### src/design/bffa_pkg.sv
`default_nettype none
package bffa_pkg;

	localparam int BASE_W     = 32;
	localparam int FRAMES_W   = 21;
	localparam int BYTES_W    = 32;
	localparam int ADDR_W     = 32;
	localparam int PHYS_W     = 33;
	// bump offset is kept as a two's complement value, a rewind can go below base
	localparam int BUMP_W     = 34;
	localparam int LIM_W      = 33;
	localparam int CFG_IDX_W  = 1;
	localparam int CFG_DATA_W = 32;

	localparam logic [FRAMES_W-1:0] HEAP_FRAMES_RESET = 21'd256;

	localparam logic [CFG_IDX_W-1:0] CFG_BASE_ADDRESS = 1'd0;
	localparam logic [CFG_IDX_W-1:0] CFG_HEAP_FRAMES  = 1'd1;

	localparam logic ACT_ALLOC = 1'b0;
	localparam logic ACT_FREE  = 1'b1;

	localparam logic [1:0] ST_OK           = 2'd0;
	localparam logic [1:0] ST_NO_MEMORY    = 2'd1;
	localparam logic [1:0] ST_OUT_OF_RANGE = 2'd2;
	localparam logic [1:0] ST_NO_BLOCK     = 2'd3;

	typedef struct packed {
		logic               action;
		logic [BYTES_W-1:0] request_bytes;
		logic [ADDR_W-1:0]  release_address;
	} bffa_req_t;

	typedef struct packed {
		logic [1:0]        status;
		logic [ADDR_W-1:0] data_address;
	} bffa_rsp_t;

	typedef struct packed {
		logic [ADDR_W-1:0]  data_address;
		logic [BYTES_W-1:0] data_bytes;
		logic               is_free;
	} bffa_entry_t;

	typedef enum logic [2:0] {
		BS_IDLE,
		BS_PREP,
		BS_LIMIT,
		BS_DECIDE,
		BS_SCAN
	} bffa_state_t;

endpackage
`default_nettype wire

### src/design/bffa_ram.sv
`default_nettype none
module bffa_ram #(
	parameter int WIDTH = 8,
	parameter int DEPTH = 64
) (
	input  logic                     clk,
	input  logic                     we,
	input  logic [$clog2(DEPTH)-1:0] waddr,
	input  logic [WIDTH-1:0]         wdata,
	input  logic                     re,
	input  logic [$clog2(DEPTH)-1:0] raddr,
	output logic [WIDTH-1:0]         rdata
);

	logic [WIDTH-1:0] mem [DEPTH];

	always_ff @(posedge clk) begin
		if (we) begin
			mem[waddr] <= wdata;
		end
		if (re) begin
			rdata <= mem[raddr];
		end
	end

endmodule
`default_nettype wire

### src/design/bump_first_fit_block_allocator_unit.sv
`default_nettype none
// channel   | handshake            | payload
// ----------+----------------------+-------------------------------------------
// request   | start, busy          | request (action, request_bytes, release_address)
// result    | done (one-cycle)     | result (status, data_address)
// config    | cfg_we, cfg_index    | cfg_wdata (base_address, heap_frames)
//
// one request at a time; busy is high from the transfer until the result is out
// bump allocate or range/empty fail: decided in the decide state after prep and limit
// table scan (first-fit reuse, free lookup): after the decide state, reads up to the
// entry count (at most MAX_BLOCKS) of table entries, one entry per cycle, through
// the single read port of the table ram
// reset clears the table count and bump offset; no clearing pass is needed
// done is high for exactly one cycle and cannot be stalled; a new request may
// be taken in that same cycle
module bump_first_fit_block_allocator_unit #(
	parameter int MAX_BLOCKS   = 64,
	parameter int HEADER_BYTES = 20,
	parameter int FRAME_BYTES  = 4096
) (
	input  logic                                 clk,
	input  logic                                 arst_n,
	input  logic                                 start,
	output logic                                 busy,
	input  bffa_pkg::bffa_req_t                  request,
	output logic                                 done,
	output bffa_pkg::bffa_rsp_t                  result,
	input  logic                                 cfg_we,
	input  logic [bffa_pkg::CFG_IDX_W-1:0]       cfg_index,
	input  logic [bffa_pkg::CFG_DATA_W-1:0]      cfg_wdata
);
	import bffa_pkg::*;

	localparam int IDX_W = $clog2(MAX_BLOCKS);
	localparam int CNT_W = $clog2(MAX_BLOCKS + 1);
	localparam int FB_W  = $clog2(FRAME_BYTES + 1);
	localparam int HB_W  = FRAMES_W + FB_W;
	localparam int LW    = (HB_W > LIM_W) ? HB_W : LIM_W;
	localparam int ENT_W = $bits(bffa_entry_t);

	bffa_state_t state_q, state_d;

	logic [BASE_W-1:0]   base_q;
	logic [FRAMES_W-1:0] frames_q;
	bffa_req_t           req_q;

	logic [HB_W-1:0]     heap_bytes_q;
	logic [LIM_W-1:0]    space_q;
	logic [PHYS_W-1:0]   phys_q;
	logic [LIM_W-1:0]    lim_q;
	logic [BUMP_W:0]     sum_q;
	logic                out_range_q;

	logic [CNT_W-1:0]    count_q;
	logic [BUMP_W-1:0]   bump_q;

	logic [IDX_W-1:0]    idx_q;
	logic [CNT_W-1:0]    left_q;
	logic                chk_s1;
	logic [IDX_W-1:0]    chk_idx_s1;
	logic                last_s1;

	logic                done_q;
	bffa_rsp_t           result_q;

	// combinational controls
	logic                fin;
	bffa_rsp_t           fin_rsp;
	logic                mem_we;
	logic [IDX_W-1:0]    mem_waddr;
	bffa_entry_t         mem_wdata;
	logic                rd_en;
	logic [ENT_W-1:0]    rd_word;
	bffa_entry_t         rd_ent;
	logic                scan_start;
	logic                cnt_inc;
	logic                cnt_dec;
	logic                bump_ld;
	logic [BUMP_W-1:0]   bump_d;

	logic [CNT_W-1:0]    cnt_m1;
	logic                fit;
	logic                hit;
	logic [LW-1:0]       heap_ext;
	logic [LW-1:0]       space_ext;
	logic [LW:0]         rng_end;
	logic [ADDR_W-1:0]   bump_addr;
	logic [BUMP_W-1:0]   rewind;

	assign cnt_m1    = count_q - 1'b1;
	assign fit       = (count_q < CNT_W'(MAX_BLOCKS)) && !sum_q[BUMP_W]
		&& (sum_q[BUMP_W-1:0] <= {1'b0, lim_q});
	assign heap_ext  = LW'(heap_bytes_q);
	assign space_ext = LW'(space_q);
	assign rng_end   = (LW+1)'(base_q) + (LW+1)'(heap_bytes_q);
	assign bump_addr = base_q + bump_q[ADDR_W-1:0] + ADDR_W'(HEADER_BYTES);
	assign rewind    = {2'b00, req_q.release_address} - BUMP_W'(HEADER_BYTES)
		- {2'b00, base_q};

	assign rd_ent = bffa_entry_t'(rd_word);
	assign hit = (req_q.action == ACT_ALLOC)
		? (rd_ent.is_free && (rd_ent.data_bytes >= req_q.request_bytes))
		: (rd_ent.data_address == req_q.release_address);

	bffa_ram #(
		.WIDTH(ENT_W),
		.DEPTH(MAX_BLOCKS)
	) u_table (
		.clk  (clk),
		.we   (mem_we),
		.waddr(mem_waddr),
		.wdata(ENT_W'(mem_wdata)),
		.re   (rd_en),
		.raddr(idx_q),
		.rdata(rd_word)
	);

	always_comb begin
		state_d    = state_q;
		fin        = 1'b0;
		fin_rsp    = '{status: ST_OK, data_address: '0};
		mem_we     = 1'b0;
		mem_waddr  = count_q[IDX_W-1:0];
		mem_wdata  = '{data_address: bump_addr, data_bytes: req_q.request_bytes,
			is_free: 1'b0};
		rd_en      = 1'b0;
		scan_start = 1'b0;
		cnt_inc    = 1'b0;
		cnt_dec    = 1'b0;
		bump_ld    = 1'b0;
		bump_d     = sum_q[BUMP_W-1:0];
		case (state_q)
			BS_IDLE: begin
				if (start) begin
					state_d = BS_PREP;
				end
			end
			BS_PREP: begin
				state_d = BS_LIMIT;
			end
			BS_LIMIT: begin
				state_d = BS_DECIDE;
			end
			BS_DECIDE: begin
				if (req_q.action == ACT_ALLOC) begin
					if (fit) begin
						mem_we  = 1'b1;
						cnt_inc = 1'b1;
						bump_ld = 1'b1;
						fin     = 1'b1;
						fin_rsp = '{status: ST_OK, data_address: bump_addr};
					end else if (count_q == '0) begin
						fin     = 1'b1;
						fin_rsp = '{status: ST_NO_MEMORY, data_address: '0};
					end else begin
						scan_start = 1'b1;
					end
				end else begin
					if (out_range_q) begin
						fin     = 1'b1;
						fin_rsp = '{status: ST_OUT_OF_RANGE, data_address: '0};
					end else if (count_q == '0) begin
						fin     = 1'b1;
						fin_rsp = '{status: ST_NO_BLOCK, data_address: '0};
					end else begin
						scan_start = 1'b1;
					end
				end
				state_d = fin ? BS_IDLE : BS_SCAN;
			end
			BS_SCAN: begin
				rd_en     = (left_q != '0);
				mem_waddr = chk_idx_s1;
				mem_wdata = '{data_address: rd_ent.data_address,
					data_bytes: rd_ent.data_bytes,
					is_free: (req_q.action == ACT_FREE)};
				bump_d    = rewind;
				if (chk_s1 && hit) begin
					fin = 1'b1;
					if (req_q.action == ACT_ALLOC) begin
						mem_we  = 1'b1;
						fin_rsp = '{status: ST_OK, data_address: rd_ent.data_address};
					end else if (chk_idx_s1 == cnt_m1[IDX_W-1:0]) begin
						// newest block: pop it and rewind the bump offset
						cnt_dec = 1'b1;
						bump_ld = 1'b1;
					end else begin
						mem_we = 1'b1;
					end
				end else if (chk_s1 && last_s1) begin
					fin     = 1'b1;
					fin_rsp = '{status: (req_q.action == ACT_ALLOC) ? ST_NO_MEMORY
						: ST_NO_BLOCK, data_address: '0};
				end
				if (fin) begin
					rd_en   = 1'b0;
					state_d = BS_IDLE;
				end
			end
			default: begin
				state_d = BS_IDLE;
			end
		endcase
	end

	always_ff @(posedge clk or negedge arst_n) begin
		if (!arst_n) begin
			state_q  <= BS_IDLE;
			base_q   <= '0;
			frames_q <= HEAP_FRAMES_RESET;
			count_q  <= '0;
			bump_q   <= '0;
			left_q   <= '0;
			chk_s1   <= 1'b0;
			done_q   <= 1'b0;
		end else begin
			state_q <= state_d;
			done_q  <= fin;
			if (cfg_we) begin
				case (cfg_index)
					CFG_BASE_ADDRESS: base_q <= cfg_wdata[BASE_W-1:0];
					CFG_HEAP_FRAMES:  frames_q <= cfg_wdata[FRAMES_W-1:0];
					default: ;
				endcase
			end
			if (cnt_inc) begin
				count_q <= count_q + 1'b1;
			end else if (cnt_dec) begin
				count_q <= cnt_m1;
			end
			if (bump_ld) begin
				bump_q <= bump_d;
			end
			if (scan_start) begin
				left_q <= count_q;
			end else if (rd_en) begin
				left_q <= left_q - 1'b1;
			end
			chk_s1 <= rd_en;
		end
	end

	always_ff @(posedge clk) begin
		if (state_q == BS_IDLE && start) begin
			req_q <= request;
		end
		heap_bytes_q <= HB_W'(frames_q) * HB_W'(FRAME_BYTES);
		space_q      <= 33'h1_0000_0000 - {1'b0, base_q};
		phys_q       <= {1'b0, req_q.request_bytes} + PHYS_W'(HEADER_BYTES);
		lim_q        <= (heap_ext < space_ext) ? heap_bytes_q[LIM_W-1:0] : space_q;
		sum_q        <= {bump_q[BUMP_W-1], bump_q} + {2'b00, phys_q};
		out_range_q  <= (req_q.release_address < base_q)
			|| ((LW+1)'(req_q.release_address) > rng_end);
		if (scan_start) begin
			idx_q <= (req_q.action == ACT_ALLOC) ? '0 : cnt_m1[IDX_W-1:0];
		end else if (rd_en) begin
			idx_q <= (req_q.action == ACT_ALLOC) ? idx_q + 1'b1 : idx_q - 1'b1;
		end
		chk_idx_s1 <= idx_q;
		last_s1    <= (left_q == CNT_W'(1));
		if (fin) begin
			result_q <= fin_rsp;
		end
	end

	assign busy   = (state_q != BS_IDLE);
	assign done   = done_q;
	assign result = result_q;

`ifndef ASSERT_OFF
	a_done_after_busy: assert property (@(posedge clk) disable iff (!arst_n)
		done |-> $past(busy))
		else $error("result strobe without a request in flight");
	a_count_bound: assert property (@(posedge clk) disable iff (!arst_n)
		count_q <= CNT_W'(MAX_BLOCKS))
		else $error("block table count above capacity");
	a_read_in_table: assert property (@(posedge clk) disable iff (!arst_n)
		rd_en |-> (CNT_W'(idx_q) < count_q))
		else $error("scan read beyond the table fill");
	a_start_busy: assert property (@(posedge clk) disable iff (!arst_n)
		(start && !busy) |=> busy)
		else $error("request transfer did not start work");
	a_no_write_idle: assert property (@(posedge clk) disable iff (!arst_n)
		mem_we |-> (busy && !done))
		else $error("table write outside a request");
`endif

endmodule
`default_nettype wire
### config.mk
export PLATFORM = sky130hd
export DESIGN_NAME = bump_first_fit_block_allocator_unit
export DESIGN_NICKNAME = d
export VERILOG_FILES = /design/src/design/bffa_pkg.sv /design/src/design/bffa_ram.sv /design/src/design/bump_first_fit_block_allocator_unit.sv
export SDC_FILE = /design/constraint.sdc
export NUM_CORES = 2
export LEC_CHECK = 0
export BUFFER_PORTS_ARGS = -buffer_cell sky130_fd_sc_hd__buf_2
export CORE_UTILIZATION = 30
export CTS_CLUSTER_SIZE = 20
export DETAILED_ROUTE_END_ITERATION = 16
export PLACE_DENSITY_LB_ADDON = 0.25
export SLEW_MARGIN = 0
export SYNTH_ARGS = -nofsm -noshare
export SYNTH_HDL_FRONTEND = slang
export SYNTH_HIERARCHICAL = 1
export SYNTH_MEMORY_MAX_BITS = 65536
export SYNTH_SLANG_ARGS = --single-unit
export TNS_END_PERCENT = 20
### constraint.sdc
create_clock -name clk -period 7.7 [get_ports clk]
set_input_delay 2.31 -clock clk [delete_from_list [all_inputs] [get_ports clk]]
set_output_delay 2.31 -clock clk [all_outputs]
set_load 0.1 [all_outputs]
==> results by stage <==
Min path:
- The type of the tightest min-delay check is reg -> reg.
- The startpoint of the most critical hold path is frames_q[16].

Critical path:
- Among the stages of the critical path, the cell type that occurs most often is nand2_1.
- At the worst endpoint, the arrival time is 6590 ps.
- The startpoint class of the critical path is a flip-flop.
- The maximum single-stage delay on the critical path is roughly 1200 ps.
- Together, buffers and inverters on the worst path number 1.
- The path type of the worst setup path is reg -> reg.
- The largest fanout on the critical path is 24.
- In this run the worst setup path begins at req_q[15].
- The worst setup path is captured at a flip-flop.
- The slowest stage cell on the critical path is nor2_4.
- Traced cell by cell, the critical path runs through xor2_1 -> nor4_1 -> nand4_1 -> nor3_1 -> a31oi_1 -> and2_1 -> nor2_1 -> nand2_1 -> nand2_1 -> nor2b_1 -> nand2_1 -> nor2_4 -> buf_4.
- The startpoint of the worst-slack reg-to-reg timing path is req_q[15].
- The endpoint required time on the critical path is about 8400 ps.
- The category of cells accounting for the largest share of critical-path delay is simple AND/OR/NAND/NOR gates.

Die:
- The I/O pin count is ~140.
- The total core area is between 600000 and 700000 um^2.
- The initial utilization of the core area, before any placement, comes to a little under a third.
- The die covers ~610000 um^2.
- The number of placement rows is 286.
- The vertical die dimension is approximately 780 um.
- The chip width is slightly below 800 um.

GRT:
- The overflow left after global routing is 0.
- The number of antenna violations at the first check in global routing is 75.
- The via count of the first global-routing pass came to roughly 100000.
- Entering global routing, the biggest net connects slightly above 90 pins.
- The total global routing track utilization is between 10% and 20%.
- The wire length of the first global-routing pass is roughly 800 mm.

Cells and area:
- Leaving out fill and tap cells, the most frequent cells in the layout are 4330 x edfxtp_1, 1040 x mux4_2, 483 x clkbuf_16, 294 x ha_1.
- Leaving out fill and tap cells, the most frequent cell in the layout is edfxtp_1.
- After filler insertion, the fill cell instance count of the layout stands at ~56000.
- The layout overhead on the synthesized area is 15.7%.
- The net count of the finished layout is 10100.
- In the final layout, the share of cells above drive strength 1 is between 20% and 30%.

CTS:
- The post-CTS resize count is 0.
- The number of levels the H-tree was split into is 5.
- Buffers inserted to repair hold after CTS numbered 0.
- Buffers added to address setup during post-CTS repair amount to 0.
- The clock latency on the worst-skew pair is 1070 ps.
- The clock sink total is between 4000 and 5000.
- The clock tree buffer depth is 4.
- The clock root buffer is clkbuf_16.
- Clock-pin slew was measured on the worst setup and hold paths at roughly 60 ps.
- The TritonCTS buffer count is roughly 480.
- TritonCTS built the clock tree.

Route:
- In this run the remaining antenna-violating nets after routing total 0.
- The via-per-instance ratio is 5.38.
- Dividing the detail-routed wire length by the instance count gives 33.1 um.
- The iteration count of the initial detailed-routing pass is 6.
- Detailed routing inserted a total of around 100000 vias.
- After detailed routing, the number of remaining DRC violations is 0.
- The detailed-route wire length is 601 mm.
- The count of routing violations after the opening detailed-route iteration is approximately 13000.

STA:
- The peak clock frequency supported by timing is between 150 and 200 MHz.
- The number of failing setup endpoints in the final timing report is 0.
- The final count of hold timing violations is 0.
- The smallest clock period supported by the final layout is computed as just under 6000 ps.
- Setup repair after global routing left no endpoint under its margin.
- The worst relative slew slack is between 10% and 20%.
- The maximum clock skew at final layout is approximately 100 ps.
- The final-report max-slew violation count is 0.
- The final total negative setup slack is 0 ps.
- At the pin with the least slew margin, the transition time is 1300 ps.
- The share of the clock period used by the worst path is 76.4%.

Logic synthesis:
- In this run the cell area of the synthesized design comes to between 150000 and 200000 um^2.
- The number of distinct library cells after synthesis is 91.
- Counting every net in the synthesized netlist gives 9569.
- Yosys mapped a number of flops with a built-in enable equal to about 4300.
- The sequential-to-total area share from yosys stat is between 70 and 80%.
- The commonest register cell after synthesis is edfxtp_1.
- The number of storage elements in the synthesis netlist is between 4000 and 5000.
- The share of flip-flops with an asynchronous set or reset after synthesis is under 10%.
- The mean cell area of the mapped netlist is 20.0 um^2.
- The post-synthesis instance total is slightly above 9000.
- The total of warnings raised by yosys is 6.

Power and ir drop:
- Net switching is 35.8% of the power.
- Internal power comes to about 54 mW.
- The power per unit of standard cell area is a little under 400 nW/um^2.
- The worst IR drop on VDD is roughly 400 uV.
- The combinational fraction of design power is a little under a third.
- The overall power after layout is between 80 and 90 mW.
- Per report_power, the clock group accounts for 28.1% of the total.
- In this run the power spent charging and discharging nets is between 30 and 40 mW.
- For this design the static power due to leakage is 67.9 nW.
- The sequential power share is between 40 and 50%.

Outcome:
- The flow ran to the end, and the final reports show no timing, DRC or antenna violations.

Run:
- The number of maximum-capacitance constraint violations is 0.

Placed design:
- The estimated wirelength of the detail-placed design is around 370 mm.
- The number of I/O port buffers is ~140.
- The congestion estimate from routability-driven global placement came to 0.892.
registers in the layout, summed over array words and instances (netlist names):
signal	flops
u_table/mem	4160
req_q	65
u_table/rdata	65
sum_q	35
bump_q	34
result	34
lim_q	33
phys_q	33
space_q	33
base_q	32
frames_q	21
heap_bytes_q	21
count_q	7
left_q	7
chk_idx_s1	6
idx_q	6
state_q	3
chk_s1	1
done	1
last_s1	1
out_range_q	1
final cells by class:
type	count	area, um^2	share of cell area [%]
inverter	189	709	0.335
clock inverter	301	3380	1.60
sequential	4599	136000	64.2
timing repair buffer	448	3660	1.73
clock buffer	593	12500	5.92
multi-input combinational	3937	45300	21.4
tap	8064	10100	4.76
antenna	36	90.1	0.0425
through the flow:
step	worst slack, ps	util [%]	cell area, um^2	hold slack [ps]	instances
after global routing	1800	34.9	212000	367	18100
final	1820	34.9	212000	364	18200
after detailed placement	1940	32.2	196000	351	17200
after global placement	1950	32.2	196000	355	17200
after CTS	1930	34.9	212000	363	18100
after floorplan	475	-	183000	342	9168
Yosys cell counts (29+ instances only):
master | instances | area share (%)
nor3_1 | 55 | 0.15
edfxtp_1 | 4330 | 71
nand2b_1 | 29 | 0.099
mux4_2 | 1040 | 13
dfxtp_1 | 163 | 1.8
inv_1 | 189 | 0.39
nand2_1 | 278 | 0.57
a22o_1 | 29 | 0.14
ha_1 | 294 | 2.0
a211oi_1 | 80 | 0.33
nand3_1 | 170 | 0.46
buf_2 | 195 | 0.53
buf_4 | 37 | 0.15
mux2i_1 | 114 | 0.62
mux2_2 | 51 | 0.31
o211a_1 | 66 | 0.36
o21ai_0 | 143 | 0.39
nand4_1 | 49 | 0.17
clkbuf_1 | 171 | 0.35
o22ai_1 | 134 | 0.46
o21ai_1 | 36 | 0.098
a21oi_1 | 152 | 0.42
o221ai_1 | 48 | 0.23
a21o_1 | 77 | 0.32
dfrtp_1 | 105 | 1.4
a22oi_1 | 265 | 1.1
nor2_1 | 249 | 0.51
xor2_1 | 94 | 0.45
xnor2_1 | 145 | 0.69
nor2b_1 | 30 | 0.10
worst register-to-register path: stages, from the launching register on:
cell and delay, ps:
edfxtp_1 530, xor2_1 200, nor4_1 490, nand4_1 310, nor3_1 530, a31oi_1 130, and2_1 240, nor2_1 120
nand2_1 60, nand2_1 470, nor2b_1 350, nand2_1 500, nor2_4 1170, buf_4 450
final timing paths:
| path | cells after the start | to | slack [ps] |
|---|---|---|---|
| max in group asynchronous | 2 | bump_q[17] | 5420 |
| max reg2reg | 13 | u_table/mem[26][6] | 1820 |
| max | 13 | u_table/mem[26][6] | 1820 |
| min in group asynchronous | 1 | base_q[20] | 1250 |
| min reg2reg | 0 | heap_bytes_q[28] | 360 |
| min | 0 | heap_bytes_q[28] | 360 |
kinds of logic after synthesis:
group	count (synthesis)	synth area share, %
flops	4599	74.3
fa+ha+maj	299	2.06
compound gates	1170	4.45
xor+xnor	240	1.15
mux	1213	13.8
buf+inv	632	1.58
simple gates	1015	2.68
per-layer routing:
| metal | up-vias | wire, um | track usage, % |
|---|---|---|---|
| met1 | 53200 | 251000 | 26.9 |
| met5 | - | 153 | 0 |
| li1 | 39000 | - | - |
| met3 | 786 | 52800 | 3.56 |
| met4 | 24 | 20300 | 5.65 |
| met2 | 4645 | 277000 | 30.1 |
power groups by stage:
stage	clock, mW	sequential, mW	combinational [mW]
after detailed placement	0	34.4	26.5
final	23.6	33.9	26.5
after floorplan	0	34.6	13.2
after CTS	24.0	33.9	26.6
after global placement	0	34.3	26.2
after global routing	24.9	33.9	27.6
No activity file was read; power rests on OpenSTA's default activity.
